**src/hdl/etok_pkg.sv**
```systemverilog
// ----------------------------------------------------------------------------
// etok_pkg - shared types and constants of the expression tokeniser
// Token kinds, scan modes, character codes and the records passed between
// the scanner, the queue and the output sequencer.
// ----------------------------------------------------------------------------
package etok_pkg;

	// Width of a token length (holds 0 up to the largest buffer, 32 bytes).
	localparam int LEN_W  = 6;
	// Width of the token text on the result side: 32 bytes.
	localparam int TEXT_W = 256;
	// Number of requests the queue between scanner and output can hold.
	localparam int QUEUE_DEPTH = 2;

	localparam logic [7:0] CH_NUL   = 8'h00;
	localparam logic [7:0] CH_TAB   = 8'h09;
	localparam logic [7:0] CH_LF    = 8'h0A;
	localparam logic [7:0] CH_CR    = 8'h0D;
	localparam logic [7:0] CH_SPACE = 8'h20;
	localparam logic [7:0] CH_PLUS  = 8'h2B;
	localparam logic [7:0] CH_MINUS = 8'h2D;
	localparam logic [7:0] CH_STAR  = 8'h2A;
	localparam logic [7:0] CH_SLASH = 8'h2F;
	localparam logic [7:0] CH_EQ    = 8'h3D;
	localparam logic [7:0] CH_SEMI  = 8'h3B;
	localparam logic [7:0] CH_0     = 8'h30;
	localparam logic [7:0] CH_9     = 8'h39;
	localparam logic [7:0] CH_LC_A  = 8'h61;
	localparam logic [7:0] CH_LC_Z  = 8'h7A;
	localparam logic [7:0] CH_UC_A  = 8'h41;
	localparam logic [7:0] CH_UC_Z  = 8'h5A;
	localparam logic [7:0] CH_P     = 8'h70;
	localparam logic [7:0] CH_R     = 8'h72;
	localparam logic [7:0] CH_I     = 8'h69;
	localparam logic [7:0] CH_N     = 8'h6E;
	localparam logic [7:0] CH_T     = 8'h74;

	typedef enum logic [3:0] {
		KIND_END   = 4'd0,
		KIND_NUM   = 4'd1,
		KIND_ID    = 4'd2,
		KIND_PRINT = 4'd3,
		KIND_PLUS  = 4'd4,
		KIND_MINUS = 4'd5,
		KIND_MUL   = 4'd6,
		KIND_DIV   = 4'd7,
		KIND_EQ    = 4'd8,
		KIND_SEMI  = 4'd9
	} etok_kind_t;

	typedef enum logic [2:0] {
		MODE_IDLE    = 3'd0,
		MODE_IDENT   = 3'd1,
		MODE_NUMBER  = 3'd2,
		MODE_SLASH   = 3'd3,
		MODE_COMMENT = 3'd4
	} etok_mode_t;

	// One queue entry: everything a single source byte gives. The first
	// result is a buffered token or a held slash, the second at most one byte.
	typedef struct packed {
		logic              has_a;
		etok_kind_t        a_kind;
		logic [LEN_W-1:0]  a_len;
		logic [TEXT_W-1:0] a_text;
		logic              a_ovf;
		logic              has_b;
		etok_kind_t        b_kind;
		logic              b_one;
		logic [7:0]        b_byte;
	} etok_entry_t;

	// One result item as shown on the output.
	typedef struct packed {
		etok_kind_t        kind;
		logic [LEN_W-1:0]  length;
		logic [TEXT_W-1:0] text;
		logic              overflow;
		logic              last;
	} etok_result_t;

endpackage

```
**src/hdl/etok_front.sv**
```systemverilog
// ----------------------------------------------------------------------------
// etok_front - byte scanner
// Classifies each source byte, tracks the scan mode, collects token bytes and
// pushes one queue entry for every byte that completes one or two tokens.
// ----------------------------------------------------------------------------
module etok_front #(
	parameter int MAX_TOKEN_LEN = 32
) (
	input  logic                 clk,
	input  logic                 arst_n,
	input  logic                 in_valid,
	input  logic [7:0]           char_in,
	output logic                 in_ready,
	input  logic                 q_full,
	output logic                 push,
	output etok_pkg::etok_entry_t push_entry
);
	import etok_pkg::*;

	localparam int IDX_W = (MAX_TOKEN_LEN > 1) ? $clog2(MAX_TOKEN_LEN) : 1;

	typedef struct packed {
		etok_mode_t new_mode;
		logic       start;
		logic       emit;
		etok_kind_t kind;
		logic       one;
	} idle_act_t;

	etok_mode_t       mode_q, mode_d;
	logic [LEN_W-1:0] token_len_q;
	logic             len_ovf_q;
	logic [7:0]       buf_q [MAX_TOKEN_LEN];

	logic              acc;
	logic              is_alpha, is_digit, is_lf, is_nul, is_slash;
	logic              is_print;
	logic              append, start, take_idle, from_buf;
	logic              has_a;
	etok_kind_t        a_kind;
	logic [TEXT_W-1:0] buf_text;
	idle_act_t         act;

	// Action of a byte met with no token pending.
	function automatic idle_act_t idle_action(input logic [7:0] c);
		idle_act_t r;
		r.new_mode = MODE_IDLE;
		r.start    = 1'b0;
		r.emit     = 1'b1;
		r.kind     = KIND_END;
		r.one      = 1'b1;
		if (c == CH_SPACE || (c >= CH_TAB && c <= CH_CR)) begin
			r.emit = 1'b0;
		end else if ((c >= CH_LC_A && c <= CH_LC_Z) || (c >= CH_UC_A && c <= CH_UC_Z)) begin
			r.new_mode = MODE_IDENT;
			r.start    = 1'b1;
			r.emit     = 1'b0;
		end else if (c >= CH_0 && c <= CH_9) begin
			r.new_mode = MODE_NUMBER;
			r.start    = 1'b1;
			r.emit     = 1'b0;
		end else if (c == CH_SLASH) begin
			r.new_mode = MODE_SLASH;
			r.emit     = 1'b0;
		end else if (c == CH_NUL) begin
			r.one = 1'b0;
		end else begin
			unique case (c)
				CH_PLUS:  r.kind = KIND_PLUS;
				CH_MINUS: r.kind = KIND_MINUS;
				CH_STAR:  r.kind = KIND_MUL;
				CH_EQ:    r.kind = KIND_EQ;
				CH_SEMI:  r.kind = KIND_SEMI;
				default:  r.kind = KIND_END;
			endcase
		end
		return r;
	endfunction

	assign in_ready = !q_full;
	assign acc      = in_valid && in_ready;

	assign is_alpha = (char_in >= CH_LC_A && char_in <= CH_LC_Z) ||
	                  (char_in >= CH_UC_A && char_in <= CH_UC_Z);
	assign is_digit = (char_in >= CH_0 && char_in <= CH_9);
	assign is_lf    = (char_in == CH_LF);
	assign is_nul   = (char_in == CH_NUL);
	assign is_slash = (char_in == CH_SLASH);
	assign act      = idle_action(char_in);

	assign is_print = !len_ovf_q && token_len_q == LEN_W'(5) &&
	                  buf_q[0] == CH_P && buf_q[1] == CH_R && buf_q[2] == CH_I &&
	                  buf_q[3] == CH_N && buf_q[4] == CH_T;

	// Buffered text, zero from the token length upwards.
	always_comb begin
		buf_text = '0;
		for (int i = 0; i < MAX_TOKEN_LEN; i++) begin
			if (LEN_W'(i) < token_len_q) begin
				buf_text[8*i +: 8] = buf_q[i];
			end
		end
	end

	// Next scan mode.
	always_comb begin
		unique case (mode_q)
			MODE_IDENT:   mode_d = (is_alpha || is_digit) ? MODE_IDENT : act.new_mode;
			MODE_NUMBER:  mode_d = is_digit ? MODE_NUMBER : act.new_mode;
			MODE_SLASH:   mode_d = is_slash ? MODE_COMMENT : act.new_mode;
			MODE_COMMENT: mode_d = (is_lf || is_nul) ? MODE_IDLE : MODE_COMMENT;
			default:      mode_d = act.new_mode;
		endcase
	end

	// Scanner actions for the current byte.
	always_comb begin
		append    = 1'b0;
		take_idle = 1'b0;
		has_a     = 1'b0;
		from_buf  = 1'b0;
		a_kind    = KIND_END;
		unique case (mode_q)
			MODE_IDENT: begin
				if (is_alpha || is_digit) begin
					append = 1'b1;
				end else begin
					has_a     = 1'b1;
					from_buf  = 1'b1;
					a_kind    = is_print ? KIND_PRINT : KIND_ID;
					take_idle = 1'b1;
				end
			end
			MODE_NUMBER: begin
				if (is_digit) begin
					append = 1'b1;
				end else begin
					has_a     = 1'b1;
					from_buf  = 1'b1;
					a_kind    = KIND_NUM;
					take_idle = 1'b1;
				end
			end
			MODE_SLASH: begin
				if (!is_slash) begin
					has_a     = 1'b1;
					a_kind    = KIND_DIV;
					take_idle = 1'b1;
				end
			end
			MODE_COMMENT: begin
				// A NUL ends the comment and still reports end of input.
				take_idle = is_nul;
			end
			default: begin
				take_idle = 1'b1;
			end
		endcase
		start = take_idle && act.start;

		push_entry.has_a  = has_a;
		push_entry.a_kind = a_kind;
		push_entry.a_len  = from_buf ? token_len_q : LEN_W'(1);
		push_entry.a_text = from_buf ? buf_text : {{(TEXT_W-8){1'b0}}, CH_SLASH};
		push_entry.a_ovf  = from_buf && len_ovf_q;
		push_entry.has_b  = take_idle && act.emit;
		push_entry.b_kind = act.kind;
		push_entry.b_one  = act.one;
		push_entry.b_byte = char_in;
		push = acc && (has_a || (take_idle && act.emit));
	end

	always_ff @(posedge clk or negedge arst_n) begin
		if (!arst_n) begin
			mode_q      <= MODE_IDLE;
			token_len_q <= '0;
			len_ovf_q   <= 1'b0;
		end else if (acc) begin
			mode_q <= mode_d;
			if (start) begin
				token_len_q <= LEN_W'(1);
				len_ovf_q   <= 1'b0;
			end else if (append) begin
				if (token_len_q < LEN_W'(MAX_TOKEN_LEN)) begin
					token_len_q <= token_len_q + LEN_W'(1);
				end else begin
					len_ovf_q <= 1'b1;
				end
			end
		end
	end

	always_ff @(posedge clk) begin
		if (acc && start) begin
			buf_q[0] <= char_in;
		end else if (acc && append && token_len_q < LEN_W'(MAX_TOKEN_LEN)) begin
			buf_q[token_len_q[IDX_W-1:0]] <= char_in;
		end
	end

`ifndef ASSERT_OFF
	a_len_in_range: assert property (@(posedge clk) disable iff (!arst_n)
		token_len_q <= LEN_W'(MAX_TOKEN_LEN))
		else $error("token length beyond buffer");

	a_ovf_only_full: assert property (@(posedge clk) disable iff (!arst_n)
		len_ovf_q |-> token_len_q == LEN_W'(MAX_TOKEN_LEN))
		else $error("overflow flagged with buffer not full");
`endif

endmodule

```
**src/hdl/etok_queue.sv**
```systemverilog
// ----------------------------------------------------------------------------
// etok_queue - short queue between scanner and output sequencer
// Holds completed-byte entries so that either side may stall on its own.
// ----------------------------------------------------------------------------
module etok_queue (
	input  logic                  clk,
	input  logic                  arst_n,
	input  logic                  push,
	input  etok_pkg::etok_entry_t push_entry,
	output logic                  full,
	input  logic                  pop,
	output etok_pkg::etok_entry_t pop_entry,
	output logic                  empty
);
	import etok_pkg::*;

	localparam int PTR_W = (QUEUE_DEPTH > 1) ? $clog2(QUEUE_DEPTH) : 1;
	localparam int CNT_W = $clog2(QUEUE_DEPTH + 1);

	etok_entry_t      mem_q [QUEUE_DEPTH];
	logic [PTR_W-1:0] wr_ptr_q, rd_ptr_q;
	logic [CNT_W-1:0] count_q;

	function automatic logic [PTR_W-1:0] next_ptr(input logic [PTR_W-1:0] p);
		return (p == PTR_W'(QUEUE_DEPTH - 1)) ? '0 : p + PTR_W'(1);
	endfunction

	assign full      = (count_q == CNT_W'(QUEUE_DEPTH));
	assign empty     = (count_q == '0);
	assign pop_entry = mem_q[rd_ptr_q];

	always_ff @(posedge clk or negedge arst_n) begin
		if (!arst_n) begin
			wr_ptr_q <= '0;
			rd_ptr_q <= '0;
			count_q  <= '0;
		end else begin
			if (push) begin
				wr_ptr_q <= next_ptr(wr_ptr_q);
			end
			if (pop) begin
				rd_ptr_q <= next_ptr(rd_ptr_q);
			end
			if (push && !pop) begin
				count_q <= count_q + CNT_W'(1);
			end else if (pop && !push) begin
				count_q <= count_q - CNT_W'(1);
			end
		end
	end

	always_ff @(posedge clk) begin
		if (push) begin
			mem_q[wr_ptr_q] <= push_entry;
		end
	end

`ifndef ASSERT_OFF
	a_no_pop_empty: assert property (@(posedge clk) disable iff (!arst_n)
		pop |-> !empty)
		else $error("queue read while empty");

	a_no_push_full: assert property (@(posedge clk) disable iff (!arst_n)
		push |-> !full)
		else $error("queue written while full");
`endif

endmodule

```
**src/hdl/etok_back.sv**
```systemverilog
// ----------------------------------------------------------------------------
// etok_back - output sequencer
// Takes queue entries and presents their one or two results, one per cycle,
// from an output register that holds while the receiver stalls.
// ----------------------------------------------------------------------------
module etok_back (
	input  logic                   clk,
	input  logic                   arst_n,
	input  etok_pkg::etok_entry_t  q_entry,
	input  logic                   q_empty,
	output logic                   q_pop,
	output logic                   out_valid,
	input  logic                   out_ready,
	output etok_pkg::etok_result_t out_result
);
	import etok_pkg::*;

	logic         out_valid_q;
	etok_result_t out_q;
	logic         pend_b_q;
	etok_kind_t   pend_kind_q;
	logic         pend_one_q;
	logic [7:0]   pend_byte_q;
	logic         slot_free, load_b;

	// A one-byte (or empty, for end of input) result, always the last.
	function automatic etok_result_t single_result(input etok_kind_t k, input logic one,
	                                               input logic [7:0] b);
		etok_result_t r;
		r.kind     = k;
		r.length   = one ? LEN_W'(1) : '0;
		r.text     = {{(TEXT_W-8){1'b0}}, (one ? b : 8'h00)};
		r.overflow = 1'b0;
		r.last     = 1'b1;
		return r;
	endfunction

	assign slot_free  = !out_valid_q || out_ready;
	assign load_b     = slot_free && pend_b_q;
	assign q_pop      = slot_free && !pend_b_q && !q_empty;
	assign out_valid  = out_valid_q;
	assign out_result = out_q;

	always_ff @(posedge clk or negedge arst_n) begin
		if (!arst_n) begin
			out_valid_q <= 1'b0;
			pend_b_q    <= 1'b0;
		end else begin
			if (slot_free) begin
				out_valid_q <= pend_b_q || !q_empty;
			end
			if (load_b) begin
				pend_b_q <= 1'b0;
			end else if (q_pop) begin
				pend_b_q <= q_entry.has_a && q_entry.has_b;
			end
		end
	end

	always_ff @(posedge clk) begin
		if (load_b) begin
			out_q <= single_result(pend_kind_q, pend_one_q, pend_byte_q);
		end else if (q_pop) begin
			pend_kind_q <= q_entry.b_kind;
			pend_one_q  <= q_entry.b_one;
			pend_byte_q <= q_entry.b_byte;
			if (q_entry.has_a) begin
				out_q.kind     <= q_entry.a_kind;
				out_q.length   <= q_entry.a_len;
				out_q.text     <= q_entry.a_text;
				out_q.overflow <= q_entry.a_ovf;
				out_q.last     <= !q_entry.has_b;
			end else begin
				out_q <= single_result(q_entry.b_kind, q_entry.b_one, q_entry.b_byte);
			end
		end
	end

`ifndef ASSERT_OFF
	a_pend_not_last: assert property (@(posedge clk) disable iff (!arst_n)
		pend_b_q |-> (out_valid_q && !out_q.last))
		else $error("second result pending behind a last or empty output");
`endif

endmodule

```
**src/hdl/expression_tokenizer.sv**
```systemverilog
// ----------------------------------------------------------------------------
// expression_tokenizer - streaming lexical tokeniser for a small expression
// language
// Turns a stream of ASCII source bytes into tokens: numbers, identifiers,
// the print keyword, the six one-byte symbols and end markers.
// ----------------------------------------------------------------------------
// Usage:
// The slave side takes one source byte per request in s_tdata. The master
// side gives one token per request: its kind in m_tuser, its length, text and
// overflow flag in m_tdata, and m_tlast on the final token caused by a byte.
// A byte may cause no token (whitespace, comment text, a letter or digit that
// extends a token), one token, or two (a pending token ended by a symbol).
// Throughput is one source byte per cycle while each byte gives at most one
// token and the receiver does not stall; a byte giving two tokens occupies
// the output with its two results in turn, and that single output register
// sets the rate. The scanner pushes an entry into a two-entry queue at the
// edge that takes the byte, and the output sequencer then loads it into the
// output register. If the receiver stalls, the output holds, the queue fills
// and s_tready falls; the scanner waits without losing its state.
// After reset the scanner is idle with no pending token, the queue and the
// output are empty; the token buffer is not cleared, as only bytes below
// the current token length are ever read.
// ----------------------------------------------------------------------------
module expression_tokenizer #(
	parameter int MAX_TOKEN_LEN = 32
) (
	input  logic         clk,
	input  logic         arst_n,
	input  logic         s_tvalid,
	output logic         s_tready,
	input  logic [7:0]   s_tdata,   // [7:0] char_in
	output logic         m_tvalid,
	input  logic         m_tready,
	// [5:0] length, [69:6] text_0, [133:70] text_1, [197:134] text_2,
	// [261:198] text_3, [262] overflow, [263] zero
	output logic [263:0] m_tdata,
	output logic [3:0]   m_tuser,   // [3:0] kind
	output logic         m_tlast    // last
);
	import etok_pkg::*;

	// Queue traffic between the scanner and the output sequencer.
	logic         push, q_full, q_pop, q_empty;
	etok_entry_t  push_entry, pop_entry;
	etok_result_t result;

	// Scanner: classifies every byte and keeps the token being collected.
	etok_front #(
		.MAX_TOKEN_LEN(MAX_TOKEN_LEN)
	) u_front (
		.clk       (clk),
		.arst_n    (arst_n),
		.in_valid  (s_tvalid),
		.char_in   (s_tdata),
		.in_ready  (s_tready),
		.q_full    (q_full),
		.push      (push),
		.push_entry(push_entry)
	);

	// The queue decouples the scanner from a stalled receiver.
	etok_queue u_queue (
		.clk       (clk),
		.arst_n    (arst_n),
		.push      (push),
		.push_entry(push_entry),
		.full      (q_full),
		.pop       (q_pop),
		.pop_entry (pop_entry),
		.empty     (q_empty)
	);

	// Output sequencer: splits an entry into its results, one per cycle while the receiver takes them.
	etok_back u_back (
		.clk       (clk),
		.arst_n    (arst_n),
		.q_entry   (pop_entry),
		.q_empty   (q_empty),
		.q_pop     (q_pop),
		.out_valid (m_tvalid),
		.out_ready (m_tready),
		.out_result(result)
	);

	// Pack the result fields, lowest field in the lowest bits.
	assign m_tdata = {1'b0, result.overflow, result.text, result.length};
	assign m_tuser = result.kind;
	assign m_tlast = result.last;

endmodule
```
**config.mk**
```make
export PLATFORM = sky130hd
export DESIGN_NAME = expression_tokenizer
export DESIGN_NICKNAME = d
export VERILOG_FILES = /design/src/hdl/etok_pkg.sv /design/src/hdl/etok_front.sv /design/src/hdl/etok_queue.sv /design/src/hdl/etok_back.sv /design/src/hdl/expression_tokenizer.sv
export SDC_FILE = /design/constraint.sdc
export NUM_CORES = 1
export LEC_CHECK = 0
export BUFFER_PORTS_ARGS = -buffer_cell sky130_fd_sc_hd__buf_2
export CAP_MARGIN = 20
export CORE_UTILIZATION = 54
export CTS_CLUSTER_DIAMETER = 40
export DETAILED_ROUTE_END_ITERATION = 8
export PLACE_DENSITY_LB_ADDON = 0.12
export SETUP_SLACK_MARGIN = 0.05
export SLEW_MARGIN = 20
export SYNTH_ARGS = -nofsm -noshare
export SYNTH_HDL_FRONTEND = slang
export SYNTH_SLANG_ARGS = --single-unit
```
**constraint.sdc**
```tcl
create_clock -name clk -period 13.6 [get_ports clk]
set_input_delay 0.68 -clock clk [delete_from_list [all_inputs] [get_ports clk]]
set_output_delay 0.68 -clock clk [all_outputs]
set_load 0.02 [all_outputs]
```
Word level (Yosys, flattened, before mapping):

Memory sizes are Yosys's and may differ from the RTL's.
Cells that the tools add are included.
W data, S select, Z words.

* add/subtract/negate cells: 5
* order comparisons: 41
* equality and inequality tests: 20
* muxes and demuxes: 95
* bitwise logic cells: 1
* reduce and logical (&&, ||, !) cells: 49

Operators by type and width (number)
* $mux W268: 3
* $mux W8: 35
* $mux W256: 1
* $lt A5 B6 Y1 const A: 16
* $eq A8 B6 Y1 const B: 7
* $lt A4 B6 Y1 const A: 8
* $eq A8 B7 Y1 const B: 5
* $mux W5: 6
* $mux W1: 27
* $logic_and A1 B1 Y1: 24
* $lt A3 B6 Y1 const A: 4
* $mux W6: 4
* $pmux W4 S5: 1
* $mux W3: 6
* $ge A8 B7 Y1 const B: 2
* $le A8 B7 Y1 const B: 2
* $lt A1 B6 Y1 const A: 2
* $lt A2 B6 Y1 const A: 2
* $mux W4: 3
* $pmux W3 S4: 1
* $pmux W4 S3: 1
* $eq A8 B4 Y1 const B: 1
* $ge A8 B4 Y1 const B: 1
* $ge A8 B6 Y1 const B: 1
* 26 further kinds: 48

* register bits: 297
* bits in writable memories: 820
* word-level logic and storage cells: 230
* memories kept: 2

Memory list
* u_queue.mem_q: depth 2, bits a word 282, rd ports 1, clocked after memory_dff 0, wr ports 1, RTL line etok_queue.sv:20 `etok_entry_t mem_q [QUEUE_DEPTH];`
* u_front.buf_q: depth 32, bits a word 8, rd ports 32, clocked after memory_dff 0, wr ports 1, RTL line etok_front.sv:33 `logic [7:0] buf_q [MAX_TOKEN_LEN];`

Depth between registers and ports, before layout:

Gate-level depths: netlist (run 1).

* word-level depth: 13
* depth in mapped cells: 10
* mapped depth without buffers: 9

By module:

Synthesis (run 1) repeated with hierarchy kept, for this count alone.

* cells, all modules: 2593
* area total of the unflattened synthesis: 41758.8 um2

Modules (own cells, without submodules)
* etok_queue: instances 1, cells an instance 893, area an instance 20641.0 um2, seq. area each 17036.3 um2
* etok_front: instances 1, cells an instance 810, area an instance 11247.0 um2, seq. area each 7937.6 um2
* etok_back: instances 1, cells an instance 888, area an instance 9859.5 um2, seq. area each 5985.7 um2
* expression_tokenizer: instances 1, cells an instance 2, area an instance 11.3 um2, seq. area each 0.0 um2

Least setup slack after synthesis (run 1):

OpenSTA, ideal clock, no wires.

* kind: input-to-reg
* start point: in s_tdata[2]
* end point: mem u_queue.mem_q[0][0] in the netlist's numbering, enable pin
* setup time: 962 ps
* arrival time: 14342 ps
* required time: 12638 ps
* slack: -1704 ps
* cell stages on the path: 7
* path buffers: 1
* cells stage by stage: clkbuf_1 -> or4_4 -> o211ai_1 -> o21ai_0 -> o22ai_1 -> a31o_2 -> nor2b_1

* word-level cells in the longest chain between the ends: 11
* elaborated cells on any way between the ends: 31
* classes of those cells: order compare: 8; eq/ne: 2; mux: 10; reduce/logical: 11

RTL lines
* from (decl): RTL line expression_tokenizer.sv:31 `input logic [7:0] s_tdata,`
* $ge A8 B7 Y1, or another cell as far along: RTL line etok_front.sv:54, etok_front.sv:83
* $logic_and A1 B1 Y1 (on tied branches): RTL line etok_front.sv:54, etok_front.sv:83, etok_front.sv:84
* $logic_or A1 B1 Y1: RTL line etok_front.sv:54, etok_front.sv:83
* $logic_or A1 B1 Y1: RTL line etok_front.sv:125 `if (is_alpha || is_digit) begin`
* $mux W1: RTL line etok_front.sv:125
* $pmux W1 S4: RTL line etok_front.sv:123 `unique case (mode_q)`
* $logic_and A1 B1 Y1: RTL line etok_front.sv:170 `push = acc && (has_a || (take_idle && act.emit));`
* $logic_or A1 B1 Y1 (*): RTL line etok_front.sv:170
* $logic_and A1 B1 Y1 (*): RTL line etok_front.sv:170
* $mux W1 (*): RTL line etok_queue.sv:53 `if (push) begin`
* $mux W1 (not written as such) (*): RTL line etok_queue.sv:54 `mem_q[wr_ptr_q] <= push_entry;`
* to (decl): RTL line etok_queue.sv:20

Every way passes the cells marked *; elsewhere a longest branch is shown, timed or not.

Worst setup path in the final report (run 1):

* start point: reg u_queue.rd_ptr_q
* end point: reg u_back.out_q, in the netlist u_back.out_result[61]

* word-level cells in the longest chain between the ends: 2

RTL lines
* from (decl): RTL line etok_queue.sv:21 `logic [PTR_W-1:0] wr_ptr_q, rd_ptr_q;`
* from (signal assigned): RTL line etok_queue.sv:42 `rd_ptr_q <= next_ptr(rd_ptr_q);`
* $mem_v2 Z2 W282
* $mux W268: RTL line etok_back.sv:67 `if (q_entry.has_a) begin`
* to (signal assigned): RTL line etok_back.sv:62 `out_q <= single_result(pend_kind_q, pend_one_q, pend_byte_q);`
* to (signal assigned): RTL line etok_back.sv:74 `out_q <= single_result(q_entry.b_kind, q_entry.b_one, q_entry.b_byte);`
* to (decl): RTL line etok_back.sv:19 `etok_result_t out_q;`

Every way passes these cells.
A chain may end at the register's enable or synchronous reset.

==> impl_metrics.yaml, run 1 <==
die:
  die-area_mm2: 0.0775
  floorplan.initialDensity_pct: 55.0
  fp.dieW_um: 278
  core.rowCount: 100
  core_mm2: 0.0751
  die_h_um: 278
  io_pins: 283
power:
  p_switching_uw: 3870
  p_seq_share_pct: 41.9
  clkPwrFrac_pct: 32.5
  p_leak_uw: 0.0185
  swShare_pct: 33.1
  p_per_area_mw_per_mm2: 241
  p_comb_share_pct: 25.6
  intPower_uw: 7830
  irDropWorstVdd_mv: 0.195
logic_synthesis:
  synthCells: 2886
  synth_area_leaders: "edfxtp_1 (62%), dfxtp_1 (12%), mux2i_1 (6.3%), a21oi_1 (3.3%), and2_1 (3.2%)"
  synth-seq-cells: 1115
  syn_area_per_cell_um2: 14.3
  ys_warn_count: 0
  syn_nets: 2901
  synth_area_mm2: 0.0413
  ys_types: 61
  async_flop_share_pct: 1.43
  synth_edf_count: 849
  synth_area_leader_cell: "edfxtp_1"
  seq_area_frac_synth_pct: 74.9
  synth-main-ff-cell: "edfxtp_1"
  yosysTopAreaCellShare_pct: 61.8
placed_design:
  portBuffers: 281
  pre_cts_slack_ns: 8.38
  place_hpwl_mm: 52.1
  place_area_mm2: 0.0435
  gp_congestion: 0.845
worst_setup_path:
  end_kind: "flop"
  critPathTopFamily: "buffers and inverters"
  arrival_ns: 4.57
  cp_data_required_time_ns: 14.16
  cp_num_buf_inv: 3
  start_kind: "flop"
  cp_max_fo: 141
  cp_cell_sequence: "buf_6, nor2b_1, nor2_4, buf_12, buf_16, nor3_1, a21oi_1, nor2_1"
  cpMaxStageDelayCell: "dfrtp_4"
  cp_slowest_stage_delay_ns: 1.12
  path_class: "flop to flop"
cts:
  cts.sinks: 1115
  cts.path.max_buffers: 3
  clk_latency_ns: 0.72
  cts_resized: 0
  post_cts_buffers: 0
  cts_root_buffer: "clkbuf_16"
  clk_pin_slew_worst_paths_ns: 0.06
  cts_buffers: 140
  cts_tree: "built"
  htreeDepth: 4
sta:
  finalSetupViolCount: 0
  period_needed_ns: 4.01
  finalHoldViolCount: 0
  slew_headroom_pct: 28.4
  worst_pin_slew_ns: 1.07
  fin_setup_tns_ns: 0
  grt_setup_unrepaired: "no"
  fmax_ghz: 0.250
  fin_ws_ns: 9.59
  clock_skew_ns: 0.0192
  fin_crit_sh_pct: 29.5
  maxSlewViolCount: 0
final_layout:
  final_common_cell: "edfxtp_1"
  nNetsFinal: 3183
  most-common-layout-cells: "edfxtp_1 (849), nor2_1 (315), buf_2 (281), a21oi_1 (269), mux2i_1 (258)"
  final_core_util_pct: 64.6
  area_delta_synth_final_pct: 17.5
  ff_latch_area_mm2: 0.0309
  drive_gt1_share_pct: 18.0
  finalInstanceArea_mm2: 0.0485
  n_fill_cell: 5444
  multi_input_area_mm2: 0.00967
detailed_routing:
  routed-via-count: 23700
  viasPerCell: 5.56
  drcViolationCount: 0
  final_antenna_net_count: 0
  first_iter_violations: 2075
  wirelength_mm: 89.2
  routedWlPerCell_um: 21.0
  first_pass_iters: 7
global_route:
  grt_max_degree: 257
  overflow: 0
  grtUsageTotal_pct: 23.0
  antenna_found_initial: 2
  grt_pass1_wl_mm: 136
  grt_pass1_vias: 23300
worst_hold_path:
  min_path_type: "input port to flop"
run:
  drv_cap: 0
run_status:
  status: "finished, final reports clean"
registers in the layout (all words and copies together), names as in the netlist:
name and cells:
u_queue.mem_q 562, u_back.out_result 268, u_front.buf_q 256, u_back.pend_byte_q 8, u_front.token_len_q 6, u_back.pend_kind_q 4
u_front.mode_q 3, u_queue.count_q 2, u_back.out_valid 1, u_back.pend_b_q 1, u_back.pend_one_q 1, u_front.len_ovf_q 1
u_queue.rd_ptr_q 1, u_queue.wr_ptr_q 1
stage by stage:
step	power, µW	hold WS [ns]	std cells
floorplan	7150	0.384	2886
global placement	7890	0.461	3991
detailed placement	7980	0.472	3991
CTS	11800	0.343	4249
global route	12300	0.364	4253
finish	11700	0.374	4253
routing by layer:
layer  routed length [µm]  GRT usage, %  vias to the layer above
met5                   13             0                        -
met4                 2810          8.81                        2
met3                 5320          4.70                      197
met2                43300          37.3                      756
met1                37700          30.7                    11500
li1                     -             -                    11200
final timing paths:
path,from,end,slack (ns),cells past startpoint
worst max-delay path,u_queue.rd_ptr_q$_DFFE_PN0P_,u_back.out_result[61]$_SDFFE_PP0P_,9.59,8
worst min register to register,u_back.out_result[63]$_SDFFE_PP0P_,u_back.out_result[63]$_SDFFE_PP0P_,0.48,2
worst min-delay path,m_tready,u_back.out_valid$_DFFE_PN0N_,0.37,3
min in group asynchronous,arst_n,u_queue.rd_ptr_q$_DFFE_PN0P_,0.49,2
max in group asynchronous,arst_n,u_queue.rd_ptr_q$_DFFE_PN0P_,12.79,2
worst max register to register,u_queue.rd_ptr_q$_DFFE_PN0P_,u_back.out_result[61]$_SDFFE_PP0P_,9.59,8
power groups by stage:
stage               combinational [µW]  sequential, µW  clock [µW]
finish                            2990            4900        3800
global route                      3280            4970        4010
CTS                               3020            4910        3870
detailed placement                3000            4970           0
global placement                  2950            4940           0
floorplan                         1880            5260           0
cell families (layout without fill, tap and decap cells):
kind of cell             count (synthesis)  after routing  synth area share [%]
other                                    1              2               0.00909
buffers and inverters                  181            578                  1.74
XOR/XNOR                                10             10                 0.212
AO/OA/AOI/OAI                          335            335                  4.59
AND/OR/NAND/NOR                        970            970                  11.8
multiplexers                           271            271                  6.61
flip-flops                            1115           1115                  74.9
adder cells (fa/ha/maj)                  3              3                0.0910
cells in the mapped netlist, types with 3 or more instances:
cell type  instances
nor2_1           317
nor2_4            11
buf_2              3
a21oi_4            8
nor4b_1            3
nand3b_1           3
dfrtp_1           16
o22ai_1            3
nor2b_1           10
nand2_1           56
nand4_1            4
xor2_1             6
nor3_1           259
a21o_1             3
buf_1             10
mux2i_1          258
nand2b_1           9
nand3_1           15
and2_1           213
o21bai_1           3
mux2_2            13
dfxtp_1          250
a222oi_1           8
or3_1              3
ha_1               3
buf_6              4
edfxtp_1         849
a21oi_1          269
and3_1            53
clkbuf_1         153
xnor2_1            4
nor4bb_1           3
inv_1              5
o21ai_0           25
worst min-delay path: stages:
cell,delay (ns)
buf_2,0.13
nand2b_1,0.16
nand2_1,0.06
cell type report:
class / count / area share (%)
Multi-Input combinational cell: 1590 / 20.0
Clock buffer: 167 / 7.68
Sequential cell: 1115 / 63.8
Clock inverter: 90 / 2.40
Tap cell: 969 / 2.50
Antenna cell: 1 / 0.00516
Timing Repair Buffer: 313 / 3.63
Inverter: 8 / 0.0774
repair_timing:
| action | CTS | global route |
|---|---|---|
| hold buffers | 1 | 0 |
| endpoints found under the setup margin | 0 | 0 |
| endpoints found under the hold margin | 16 | 0 |
(Power assumes the default switching activity.)
==> inputs of run 2 (changes only) <==
--- a/config.mk
+++ b/config.mk
@@ -5,9 +5,10 @@
 export SDC_FILE = /design/constraint.sdc
 export NUM_CORES = 1
 export LEC_CHECK = 0
+export ABC_AREA = 1
 export BUFFER_PORTS_ARGS = -buffer_cell sky130_fd_sc_hd__buf_2
 export CAP_MARGIN = 20
-export CORE_UTILIZATION = 54
+export CORE_UTILIZATION = 60
 export CTS_CLUSTER_DIAMETER = 40
 export DETAILED_ROUTE_END_ITERATION = 8
 export PLACE_DENSITY_LB_ADDON = 0.12
==> constraint.sdc (replaced) <==
create_clock -name clk -period 3.71 [get_ports clk]
set_input_delay 0.1855 -clock clk [delete_from_list [all_inputs] [get_ports clk]]
set_output_delay 0.1855 -clock clk [all_outputs]
set_load 0.02 [all_outputs]
==> run 2 against run 1 <==
  * Register-to-register slack lost 9.2 ns
  * Flip-flop and latch count is the same
  * Via count grew 17%
  * Non-clock buffer count grew 27
  * Sequential power grew to 3.7 times the previous value
  * Clock skew shrank 0.00072 ns
  * Wire length grew 8.7%
  * Combinational power grew to 4.2 times the previous value
  * Clock power grew to 3.4 times the previous value
  * Fmax grew 22%
  * Largest power group unchanged
==> impl_metrics.yaml, run 2 <==
die:
  io_pins: 283
  die_h_um: 266
  floorplan.initialDensity_pct: 60.7
  core.rowCount: 96
  core_mm2: 0.0687
  fp.dieW_um: 266
  die-area_mm2: 0.0705
detailed_routing:
  drcViolationCount: 0
  first_iter_violations: 2817
  wirelength_mm: 96.9
  routedWlPerCell_um: 19.0
  routed-via-count: 27600
  final_antenna_net_count: 0
  first_pass_iters: 5
  viasPerCell: 5.41
sta:
  period_needed_ns: 3.28
  clock_skew_ns: 0.0185
  fin_setup_tns_ns: 0
  finalSetupViolCount: 0
  fin_crit_sh_pct: 88.5
  worst_pin_slew_ns: 1.09
  fin_ws_ns: 0.427
  finalHoldViolCount: 0
  slew_headroom_pct: 27.4
  fin_hold_ws_ns: 0.0410
  maxSlewViolCount: 0
  fmax_ghz: 0.305
  grt_setup_unrepaired: "no"
logic_synthesis:
  synth_area_leaders: "edfxtp_1 (61%), nand2_1 (15%), dfxtp_1 (12%), a21oi_1 (3.2%), nor2_1 (3.0%)"
  synth_area_mm2: 0.0417
  ys_types: 41
  synth-seq-cells: 1115
  synth_area_leader_cell: "edfxtp_1"
  synth_edf_count: 849
  synth-main-ff-cell: "edfxtp_1"
  yosysMostFrequentCell: "nand2_1"
  yosysTopAreaCellShare_pct: 61.2
  syn_nets: 3776
  synth_common_cells: "nand2_1 (1,638), edfxtp_1 (849), nor2_1 (333)"
  async_flop_share_pct: 1.43
  ys_warn_count: 0
  synthCells: 3761
  syn_area_per_cell_um2: 11.1
  seq_area_frac_synth_pct: 74.1
power:
  irDropWorstVdd_mv: 0.644
  p_per_area_mw_per_mm2: 895
  p_leak_uw: 0.0189
cts:
  cts_root_buffer: "clkbuf_16"
  cts.sinks: 1115
  cts_resized: 0
  cts_buffers: 137
  cts.path.max_buffers: 3
  clk_latency_ns: 0.71
  cts_tree: "built"
  htreeDepth: 4
  clk_pin_slew_worst_paths_ns: 0.06
global_route:
  grt_pass1_wl_mm: 147
  antenna_found_initial: 2
  use_met3_pct: 5.09
  grt_pass1_vias: 25700
  grt_max_degree: 178
  met2_usage_pct: 44.4
  overflow: 0
  grtUsageTotal_pct: 27.5
  use_met1_pct: 37.6
  busiest_layer: "met2"
final_layout:
  area_delta_synth_final_pct: 16.4
  largest_reg_flops: 562
  final_core_util_pct: 70.6
  stdcell_count: 5095
  regMostFlops: "u_queue.mem_q"
  most-common-layout-cells: "nand2_1 (1,635), edfxtp_1 (849), nor2_1 (329), buf_2 (281), a21oi_1 (267)"
  antenna_cells: 0
  nNetsFinal: 4071
  final_common_cell: "nand2_1"
  drive_gt1_share_pct: 13.7
worst_setup_path:
  start_kind: "flop"
  arrival_ns: 3.69
  cp_max_fo: 11
  cp_data_required_time_ns: 4.12
  path_class: "flop to flop"
  end_kind: "flop"
worst_hold_path:
  min_path_type: "input port to flop"
placed_design:
  placed_cells: 4843
  gp_congestion: 0.828
  place_hpwl_mm: 55.8
  portBuffers: 281
  pre_cts_slack_ns: 0.531
run_status:
  status: "finished, final reports clean"
run:
  drv_cap: 0
-- run 2: cell types whose count changed after synthesis, sizes merged, moves of 9 or more --
cell	before	now
a21oi	278	268
and2	213	1
and3	53	0
buf	18	71
clkbuf	155	113
inv	6	71
mux2	13	0
mux2i	258	3
nand2	56	1643
nand2b	9	0
nand3	15	37
nor2b	10	1
nor3	259	20
o21ai	25	46
-- run 2: cell type report --
cell class	count	area, µm²
sequential	1115	30900
fill	4885	20200
multi-input combinational	2390	9710
clock buffer	185	3740
timing repair buffer	340	2040
tap	931	1160
clock inverter	62	659
inverter	72	298
-- run 2: layer usage --
| metal | up-vias | share of wire [%] |
|---|---|---|
| li1 | 13100 | - |
| met1 | 13300 | 42 |
| met2 | 1028 | 48 |
| met3 | 161 | 7.2 |
| met4 | 2 | 2.6 |
| met5 | - | 0.013 |
-- run 2: per-stage QoR --
step | total power, µW | instance area (µm²)
after floorplan | 26600 | 41700
after global placement | 30600 | 44100
after detailed placement | 30800 | 44100
after CTS | 43700 | 48500
after global routing | 45600 | 48500
final | 43400 | 48500
-- run 2: what timing repair did --
item | 4_1_cts | 5_1_grt
endpoints found under the hold margin | 22 | 0
setup buffers | 0 | 0
hold buffers | 5 | 0
-- run 2: kinds of logic after synthesis --
group / synth area share [%]
fa+ha+maj: 0.0901
mux: 0.0721
simple gates: 18.9
buf+inv: 2.70
other cells: 0.00900
flops: 74.1
compound gates: 3.99
xor+xnor: 0.105
-- run 2: where the power goes --
part	switching, µW	internal [µW]	leakage [µW]
clock	4920	7910	0.00216
sequential	1150	16900	0.0102
combinational	9310	3270	0.00654
-- run 2: worst paths after layout --
path	from	to	slack [ns]	cells after the start
min in group asynchronous	arst_n	u_front.token_len_q[2]$_DFFE_PN0P_	0.06	2
max in group asynchronous	arst_n	u_queue.rd_ptr_q$_DFFE_PN0P_	3.28	2
min	s_tdata[1]	u_front.buf_q[31][1]$_DFFE_PP_	0.04	2
max reg2reg	u_front.token_len_q[1]$_DFFE_PN0P_	u_queue.mem_q[1][240]$_DFFE_PP_	0.43	5
max	u_front.token_len_q[1]$_DFFE_PN0P_	u_queue.mem_q[1][240]$_DFFE_PP_	0.43	5
min reg2reg	u_back.out_result[87]$_SDFFE_PP0P_	u_back.out_result[87]$_SDFFE_PP0P_	0.46	2
-- run 2: worst max-delay path: stages, from the launching register on --
cell and delay [ns]:
dfrtp_1 0.57, inv_1 0.43, ha_1 0.50, clkinv_1 0.42, a21oi_1 0.90, nor2_1 0.17
